$ cat config.mk
export PLATFORM = sky130hd
export DESIGN_NAME = enc_spd_div
export DESIGN_NICKNAME = d
export VERILOG_FILES = /design/src/enc_spd_pkg.sv /design/src/enc_spd_div.sv
export SDC_FILE = /design/constraint.sdc
export NUM_CORES = 1
export LEC_CHECK = 0
export ABC_AREA = 1
export ABC_CLOCK_PERIOD_IN_PS = 4000
export BUFFER_PORTS_ARGS = -buffer_cell sky130_fd_sc_hd__buf_2
export CAP_MARGIN = 20
export CORE_MARGIN = 2
export CORE_UTILIZATION = 54
export DETAILED_ROUTE_END_ITERATION = 8
export GPL_TIMING_DRIVEN = 0
export MAX_ROUTING_LAYER = met4
export PLACE_DENSITY_LB_ADDON = 0.2
export SLEW_MARGIN = 10
export SYNTH_ARGS = -nofsm -noshare
export SYNTH_HDL_FRONTEND = slang
export SYNTH_SLANG_ARGS = --single-unit
$ cat constraint.sdc
create_clock -name i_clk -period 4 [get_ports i_clk]
set_input_delay 0.4 -clock i_clk [delete_from_list [all_inputs] [get_ports i_clk]]
set_output_delay 0.4 -clock i_clk [all_outputs]
set_load 0.1 [all_outputs]
$ cat src/enc_spd_pkg.sv
// Package for the encoder M/T speed estimator.
// Holds sequencer state type, divider structs, register indexes and constants.
package enc_spd_pkg;

    typedef enum logic [3:0] {
        S_IDLE,
        S_PREP,
        S_RATE,
        S_PROD,
        S_CHK,
        S_MAG,
        S_SIGN,
        S_COFF,
        S_COFFW,
        S_FMUL,
        S_FUPD,
        S_Q12,
        S_SC1,
        S_SC2,
        S_OUT
    } t_state;

    typedef struct packed {
        logic       start;
        logic [6:0] nbits;
    } t_div_req;

    typedef struct packed {
        logic busy;
        logic done;
    } t_div_sts;

    localparam logic [2:0] CFG_POLE_PAIRS = 3'd0;
    localparam logic [2:0] CFG_ENC_COUNTS = 3'd1;
    localparam logic [2:0] CFG_BASE_FREQ  = 3'd2;
    localparam logic [2:0] CFG_FILT_TIME  = 3'd3;
    localparam logic [2:0] CFG_RATIO      = 3'd4;

    localparam logic [24:0] FULL_SCALE = 25'h1000000;
    localparam logic [17:0] COFF_NUM   = 18'd163840;
    localparam logic [32:0] SCALE_MUL  = 33'd16777;
    localparam logic [15:0] Q_LIMIT    = 16'd32767;

endpackage

$ cat src/enc_spd_div.sv
// Shared restoring divider, one quotient bit per cycle.
// Numerator is left-aligned; nbits steps give the quotient in the low bits. Uses enc_spd_pkg.
module enc_spd_div import enc_spd_pkg::*; (
    input  logic        i_clk,
    input  logic        i_rst_n,
    input  t_div_req    i_req,
    input  logic [63:0] i_num,
    input  logic [31:0] i_den,
    output t_div_sts    o_sts,
    output logic [63:0] o_quot
);

    logic [6:0]  r_cnt;
    logic        r_busy, r_done;
    logic [31:0] r_rem, r_den;
    logic [63:0] r_num, r_quo;
    logic [32:0] trial;
    logic        qbit;

    always_comb begin
        trial = {r_rem, r_num[63]};
        qbit  = (trial >= {1'b0, r_den});
    end

    always_ff @(posedge i_clk) begin
        if (!i_rst_n) begin
            r_busy <= 1'b0;
            r_done <= 1'b0;
            r_cnt  <= '0;
        end else begin
            r_done <= 1'b0;
            if (i_req.start) begin
                r_busy <= 1'b1;
                r_cnt  <= i_req.nbits;
            end else if (r_busy) begin
                r_cnt <= r_cnt - 7'd1;
                if (r_cnt == 7'd1) begin
                    r_busy <= 1'b0;
                    r_done <= 1'b1;
                end
            end
        end
    end

    always_ff @(posedge i_clk) begin
        if (i_req.start) begin
            r_num <= i_num;
            r_den <= i_den;
            r_rem <= '0;
            r_quo <= '0;
        end else if (r_busy) begin
            r_num <= {r_num[62:0], 1'b0};
            r_quo <= {r_quo[62:0], qbit};
            r_rem <= qbit ? 32'(trial - {1'b0, r_den}) : trial[31:0];
        end
    end

    assign o_sts.busy = r_busy;
    assign o_sts.done = r_done;
    assign o_quot     = r_quo;

endmodule
# --- Word-level counts from Yosys, hierarchy flattened ---
# Index checks and enable logic that the tools add are counted.
op_classes:
  addsub: 2
  order_cmp: 1
  n_eq_ne: 1
  mux: 9
  bitwise_logic: 2
  n_reduce_logical: 2
op_table:
  columns: ["op", "n"]
  rows:
  - ["64-bit two-way mux", 2]
  - ["33-bit by 32-bit greater-or-equal comparator with 1-bit output", 1]
  - ["32-bit two-way mux", 1]
  - ["32-bit subtractor", 1]
  - ["7-bit two-way mux", 2]
  - ["7-bit by 1-bit == test with 1-bit output, second input constant", 1]
  - ["7-bit by 1-bit subtractor with 7-bit output, second input constant", 1]
  - ["1-bit two-way mux", 4]
  - ["3-bit OR reduction", 1]
  - ["1-bit NOT", 2]
  - ["2-bit nonzero test", 1]
word_totals:
  reg_bits: 201
  output_inout_bits: 66

# --- Logic depth before layout (Yosys ltp) ---
# Gate-level depths: netlist of run 1.
depth:
  word_depth: 4
  ltp_mapped: 17
  mapped_depth_nobuf: 16

# --- Worst setup path after synthesis of run 1 ---
# Ideal clock, no wire load.
synth_path:
  path_kind: "input to register"
  from: "in i_req[7] in the netlist's numbering"
  to: "reg r_num[0] (enable)"
  setup_ns: 0.454
  arrival_ns: 2.640
  path_slack_ns: 0.906
  path_stages: 4
  n_path_buf: 2
  path_cell_list: "buf_2 -> nor2_1 -> inv_1 -> clkbuf_1"
synth_between:
  elab_chain_len: 1
synth_rtl:
  columns: ["item", "line", "rtl"]
  rows:
  - ["from (decl)", "enc_spd_div.sv:6", "input t_div_req i_req,"]
  - ["2-bit nonzero test (no source line)", null, null]
  - ["to (signal assigned)", "enc_spd_div.sv:47", "r_num <= i_num;"]
  - ["to (signal assigned)", "enc_spd_div.sv:52", "r_num <= {r_num[62:0], 1'b0};"]
  - ["to (decl)", "enc_spd_div.sv:16", "logic [63:0] r_num, r_quo;"]
# Every way passes these cells.
# A chain may end at the register's enable or synchronous reset.

==> results of run 1 <==
[placed cells by master (no fill, tap or decap), types with 34 or more instances in the layout]
cell      count
buf_2       176
nand3_1      59
o22ai_1      62
nand2_1     554
ha_1         34
edfxtp_1     96
nand3b_1     34
inv_1       219
clkbuf_1     35
dfxtp_1     105
nor2_1       44
[state kept, by name (all words and copies together) (netlist names)]
name    cells
o_quot     64
r_num      64
r_den      32
r_rem      32
r_cnt       7
r_busy      1
r_done      1
[metrics by stage]
stage	power (mW)	setup TNS [ns]	setup slack, ns
after floorplan	2.62	0	0.906
after global placement	2.76	-63.53	-0.887
after detailed placement	2.77	0	1.12
after CTS	4.64	0	1.65
after global routing	4.78	0	1.44
final	4.61	0	1.68
[Yosys cell counts (3+ instances only)]
cell / n
xnor2_1: 11
nand2_1: 554
nor3_1: 6
dfxtp_1: 105
clkbuf_1: 29
nor2_1: 44
ha_1: 34
a21oi_1: 22
buf_1: 6
buf_2: 5
buf_4: 5
nand2_4: 4
nor2_2: 4
xor2_1: 5
nand3_1: 59
nand3b_1: 34
edfxtp_1: 96
inv_1: 219
o21ai_0: 8
o22ai_1: 62
a31oi_1: 4
nand4_1: 3
[worst max-delay path by stage]
stage	startpoint	end	slack, ns	cells after the start
floorplan	i_req[7]	r_num[0]	0.91	4
global placement	i_req[7]	r_num[26]	-0.89	5
detailed placement	i_req[7]	o_quot[52]	1.12	7
CTS	i_req[7]	o_quot[52]	1.65	7
global route	i_req[7]	o_quot[48]	1.44	7
finish	i_req[7]	o_quot[53]	1.68	7
[worst max-delay path, cell delays in order]
cell      delay, ns
buf_2          0.64
buf_2          0.43
inv_1          0.11
nand2_1        0.14
clkbuf_1       0.41
buf_1          0.41
o22ai_1        0.14
[per-layer routing]
layer  vias up  wire, um  track usage
met4         0       795       0.0826
met3        56      1550       0.0516
met1      3965     11100        0.317
met5         -         0            -
met2       245     11300        0.409
li1       4612         -            -
[power by group through the flow]
stage               combinational [mW]  sequential [mW]  clock (mW)
detailed placement               0.419             2.35           0
finish                           0.420             2.31        1.88
global placement                 0.408             2.36           0
global route                     0.477             2.32        1.99
CTS                              0.420             2.31        1.91
floorplan                        0.275             2.35           0
[cell type report]
cell class / instances / area (um^2) / share of cell area
diodes: 2 / 5.00 / 0.000414
plain buffers: 48 / 235 / 0.0195
clock buffers: 34 / 642 / 0.0531
clock inverters: 3 / 18.8 / 0.00155
inverters: 221 / 830 / 0.0687
multi-input cells: 870 / 4190 / 0.347
flip-flops and latches: 201 / 4980 / 0.413
well taps: 234 / 293 / 0.0242
repair buffers: 172 / 883 / 0.0731
[cells by family after synthesis]
| kind of cell | share of synthesized area |
|---|---|
| AOI/OAI and AO/OA | 0.0605 |
| DFF | 0.487 |
| xor gates and xnor gates | 0.0137 |
| buffers and inverters | 0.104 |
| adders and majority gates | 0.0435 |
| and+or+nand+nor | 0.292 |
==> impl_results.md, run 1 <==
* Initial Utilization at 0.549
* Critical path required time at 4.37 ns
* CTS Hold Bufs at 0
* Flop pwr share at 0.501
* Hold path depth at 1
* Fin Clk Skew at 0.0211 ns
* Final instance area at 12100 um^2
* Ys flop type: dfxtp_1
* Flop2flop setup slack at between 1.5 and 2 ns
* Core footprint at between 15000 and 20000 um^2
* P_int at between 3 and 4 mW
* Area leader, netlist: edfxtp_1
* Finished Layout Cells at 1785
* CTS tree: built
* CP arrival at 2.69 ns
* Final core occ at 0.648
* Pins Over Slew Limit at 0
* Hold_sp: i_den[25]
* Period minus WS final at between 2 and 2.5 ns
* Distinct cell type count after synthesis at 40
* Dpl cell area at approximately 11000 um^2
* Number of synthesized flops with an enable pin at 96
* Worst-margin pin slew at 0.840 ns
* Post-Syn Area at 10200 um^2
* Die area at 20100 um^2
* DRC Markers at 0
* Placed Instances at 1746
* Hold Crit Endpoint: r_den[25]
* WL final at 24700 um
* Synth warn at 0
* Die height at between 100 and 150 um
* #FFs+latches synth at around 200
* Total grt overflow at 0
* Register-to-Register Path Depth at 14
* IO Pins at between 150 and 200
* Post-cts sizing count at 0
* Sw Share at 0.235
* Ys async rst share at 0
* Htree depth at 1
* Fill count at 1708
* Final period utilization at 0.581
* Initial antenna violation count at 1
* Largest net degree at the start of global routing at slightly below 60
* Wire per inst at 13.8 um
* Global placer's final weighted congestion at between 0.9 and 1
* FMAX at 431 MHz
* Chip width at 142 um
* Root buffer cell: clkbuf_16
* Drt via density at 4.97
* NetSw at roughly 1.1 mW
* Endpoint class of the critical path: flip-flop
* RSZ-0062 raised after global routing: false
* Largest cells by area after synthesis: edfxtp_1, dfxtp_1, nand2_1
* Syn Inst Count at 1340
* Share of layout cells above drive strength 1 at 0.148
* Leakage at 6.20 nW
* CTS Buf Count at 21
* Max Fanout on Critical Path at 33
* Final setup fails at 0
* CTS Buffer Depth at 3
* Vias in the first global route at 8295
* Post-synthesis sequential area ratio at 0.487
* Maxcap violations at 0
* Post-CTS setup buffers at 0
* DRT iter0 DRCs at 554
* Top-area cell type share of the netlist area at 0.282
* Worst min path class: in -> reg
* Clock Latency Late Sink at 0.51 ns
* Clock power share at 0.408
* P&R area growth vs syn at 18.0%
* Crit path kind: in -> reg
* Syn Nets at 1481
* First-pass GRT wire length at 39600 um
* Worst Setup Start Kind: input pin
* Final hold slack at just under 0.06 ns
* DP Wirelength at 18200 um
* DR pass1 iterations at 5
* Reg2reg end: r_rem[30]
* IO buf count at 171
* Relative slew margins at 0.440
* Final Hold Viols at 0
* Peak VDD IR at 0.313 mV
* Status: complete, no violations
* Net count, final at about 1700
* Power per cell area at 382 nW/um^2
* Vias post-DR at 8878
* Gate power share at 0.091
* CTS Sinks at 201
* Antenna viol nets, final at 0
* GRT Overall Usage at 0.252
* R2R Path Start: r_den[14]
* Clock-pin transition on the worst setup and hold timing paths at 0.06 ns
* Row Count at 50
* Synth Area per Inst at 7.64 um^2
No activity file was read; power rests on OpenSTA's default activity.
==> run 2: changes to the inputs <==
ABC_AREA = 0   (was 1)
ABC_CLOCK_PERIOD_IN_PS = 1900   (was 4000)
CORE_UTILIZATION = 51   (was 54)
clock period = 1.9 ns   (was 4 ns; I/O delays follow)
==> impl_results.md, run 2 <==
* Status: complete, but fails checks
* Failing checks: setup timing
* CP max stage delay at 0.45 ns (-0.19 ns)
* Worst min path class: in -> reg
* Net count, final at 1309 (-22%)
* Drt via density at 5.37 (+8.0%)
* DP Wirelength at 14500 um (-20%)
* Post-Place Setup Slack at -1.07 ns (-2.18 ns)
* Syn Inst Count at 859 (-36%)
* Register area at 4980 um^2 (unchanged)
* Worst-margin pin slew at 0.701 ns (-0.138 ns)
* Met3 Track Usage GR at 0.0386 (-0.0130)
* Htree depth at 1 (unchanged)
* Syn Nets at 1000 (-32%)
* Area leader, netlist: edfxtp_1
* Number of synthesized flops with an enable pin at 96 (unchanged)
* Top-area cell type share of the netlist area at 0.304 (+0.0228)
* Area of the multi-input gates at 4420 um^2 (+5.4%)
* Ys async rst share at 0 (unchanged)
* FMAX at 356 MHz
* Max Fanout on Critical Path at 7 (-79%)
* Peak VDD IR at 0.691 mV (+120%)
* CP Buf/Inv Count at 3 (-2)
* Largest net degree at the start of global routing at 36 (-39%)
* DRT iter0 DRCs at 388 (-30%)
* Maxcap violations at 0 (unchanged)
* DR pass1 iterations at 4 (-1)
* Chip width at 140 um (-1.0%)
* IO Pins at 172 (unchanged)
* WL final at 23700 um (-4.0%)
* Wire per inst at 16.8 um (+21%)
* Antenna viol nets, final at 0 (unchanged)
* Clock-pin transition on the worst setup and hold timing paths at 0.06 ns (about the same)
* Final Hold Viols at 0 (unchanged)
* Hold path depth at 2 (+1)
* Period minus WS final at between 2 and 3 ns
* DRC Markers at 0 (unchanged)
* #FFs+latches synth at 201 (unchanged)
* Total grt overflow at 0 (unchanged)
* CTS Buf Count at 22 (+4.8%)
* Busiest grt layer: met2
* Core footprint at 18100 um^2 (-3.0%)
* RSZ-0062 raised after global routing: true
* Fin Clk Skew at 0.0189 ns (-0.00222 ns)
* Pins Over Slew Limit at 0 (unchanged)
* CTS Sinks at 201 (unchanged)
* Synth warn at 0 (unchanged)
* Die area at 19700 um^2 (-2.0%)
* Overall power at 11.2 mW (+140%)
* Setup WS post-layout at -0.906 ns (-2.58 ns)
* Die height at 140 um (-1.0%)
* Share of layout cells above drive strength 1 at 0.308 (+0.159)
* Register-to-Register Path Depth at 13 (-1)
* Commonest non-fill, non-tap cell in the layout: buf_2
* Initial antenna violation count at 1 (unchanged)
* Post-Syn Area at 9470 um^2 (-7.5%)
* IO buf count at 171 (unchanged)
* CP top delay family: compound AO/OA/AOI/OAI gates
* Initial Utilization at 0.524 (-0.0254)
* Fill count at 1314 (-23%)
* Largest cells by area after synthesis: edfxtp_1, dfxtp_1, mux2i_1
* Most common cell in the netlist: nor2_1
* Worst Setup Start Kind: flip-flop
* Power per cell area at 867 nW/um^2 (+130%)
* Worst path depth at 13 (+6)
* Endpoint class of the critical path: flip-flop
* Final setup fails at 38 (+38)
* Final period utilization at 1.48
* Root buffer cell: clkbuf_16
* Ys flop type: dfxtp_1
* Vias in the first global route at 7593 (-8.5%)
* Relative slew margins at 0.533 (+0.0922)
* Crit-path slowest cell: edfxtp_1
* Critical path required time at 2.29 ns (-2.08 ns)
* Crit path kind: reg -> reg
* CTS Buffer Depth at 3 (unchanged)
* Leakage at 5.45 nW (-12%)
* Distinct cell type count after synthesis at 57 (+43%)
* P&R area growth vs syn at 35.9%
* Placed Instances at 1260 (-28%)
* Synth Area per Inst at 11.0 um^2 (+44%)
* Critical-path cell list: inv_2 > ha_4 > nor2b_4 > o2111ai_2 > a31oi_2 > o311a_1 > o22a_2 > a21o_1 > buf_6 > buf_12 > nor2_2 > a21oi_1 > a22o_1
* CP arrival at 3.20 ns (+0.51 ns)
* CTS tree: built
* Post-synthesis sequential area ratio at 0.526 (+0.0394)
* Most instantiated cells after synthesis: nor2_1, dfxtp_1, edfxtp_1
* M2 GR Usage at 0.405 (-0.00450)
* Clock Latency Late Sink at 0.50 ns (about the same)
* First-pass GRT wire length at 37300 um (-5.9%)
* Row Count at 49 (-2.0%)
* Global placer's final weighted congestion at 0.899 (-7.4%)
* Most frequent cells in the layout: buf_2, nor2_1, dfxtp_1
* Grt met1 use at 0.297 (-0.0199)
* Vias post-DR at 7593 (-14%)
* GRT Overall Usage at 0.241 (-0.0110)
* Finished Layout Cells at 1413 (-21%)
==> run 2: changes by cell type in the layout (fill, tap and decap cells not counted), sizes merged, moves of 63 or more <==
cell,previous run,this run
dlygate4sd3,0,97
inv,221,41
mux2,0,63
mux2i,0,79
nand2,559,42
nor2,48,115
==> run 2: power by group <==
part	leakage (nW)	switching [mW]	total, mW	internal, mW
sequential	1.81	0.111	4.95	4.84
clock	0.367	1.71	4.52	2.81
combinational	3.28	0.880	1.69	0.814
==> run 2: layout make-up <==
| cell class | count | area share |
|---|---|---|
| Antenna cell | 1 | 0.000194 |
| Buffer | 41 | 0.0184 |
| Clock buffer | 31 | 0.0509 |
| Clock inverter | 8 | 0.00962 |
| Inverter | 43 | 0.0128 |
| Multi-Input combinational cell | 573 | 0.343 |
| Sequential cell | 201 | 0.387 |
| Tap cell | 229 | 0.0223 |
| Timing Repair Buffer | 285 | 0.155 |
| Timing Repair inverter | 1 | 0.000583 |
==> run 2: cell families (layout without fill, tap and decap cells) <==
logic type / after synthesis / in the layout / share of synthesized area
and+or+nand+nor: 212 / 212 / 0.0986
xor gates and xnor gates: 32 / 32 / 0.0296
muxes: 142 / 142 / 0.158
adders and majority gates: 35 / 35 / 0.0470
buffers and inverters: 85 / 409 / 0.0380
DFF: 201 / 201 / 0.526
AOI/OAI and AO/OA: 152 / 152 / 0.102
other: 0 / 1 / 0
==> run 2: timing repair <==
action | in CTS | in global routing
pin swaps | 12 | 16
endpoints found under the hold margin | 97 | 0
gates cloned | 1 | 1
hold buffers | 97 | 0
buffers inserted | 7 | 8
resized for setup | 29 | 53
endpoints found under the setup margin | 233 | 205
==> run 2: through the flow <==
step                       util  area (um^2)  hold WS [ns]  setup TNS, ns
after floorplan               -         9530         0.289         -21.67
after global placement    0.590        10700         0.367        -194.49
after detailed placement  0.591        10700         0.368        -165.20
after CTS                 0.696        12600      0.000366         -25.24
after global routing      0.712        12900       0.00404         -35.58
final                     0.712        12900       0.00668         -27.34
==> run 2: path summary, 6_finish.rpt <==
path         slack (ns)  startpoint        end
min               0.007   i_num[41]  r_num[41]
min reg2reg        0.44   r_rem[31]  r_rem[31]
max               -0.91    r_den[1]  r_rem[27]
max reg2reg       -0.91    r_den[1]  r_rem[27]
==> run 2: routing by layer <==
| metal | share of wire | vias up |
|---|---|---|
| met3 | 0.051 | 45 |
| li1 | - | 3682 |
| met5 | 0 | - |
| met4 | 0.023 | 0 |
| met2 | 0.51 | 211 |
| met1 | 0.42 | 3655 |
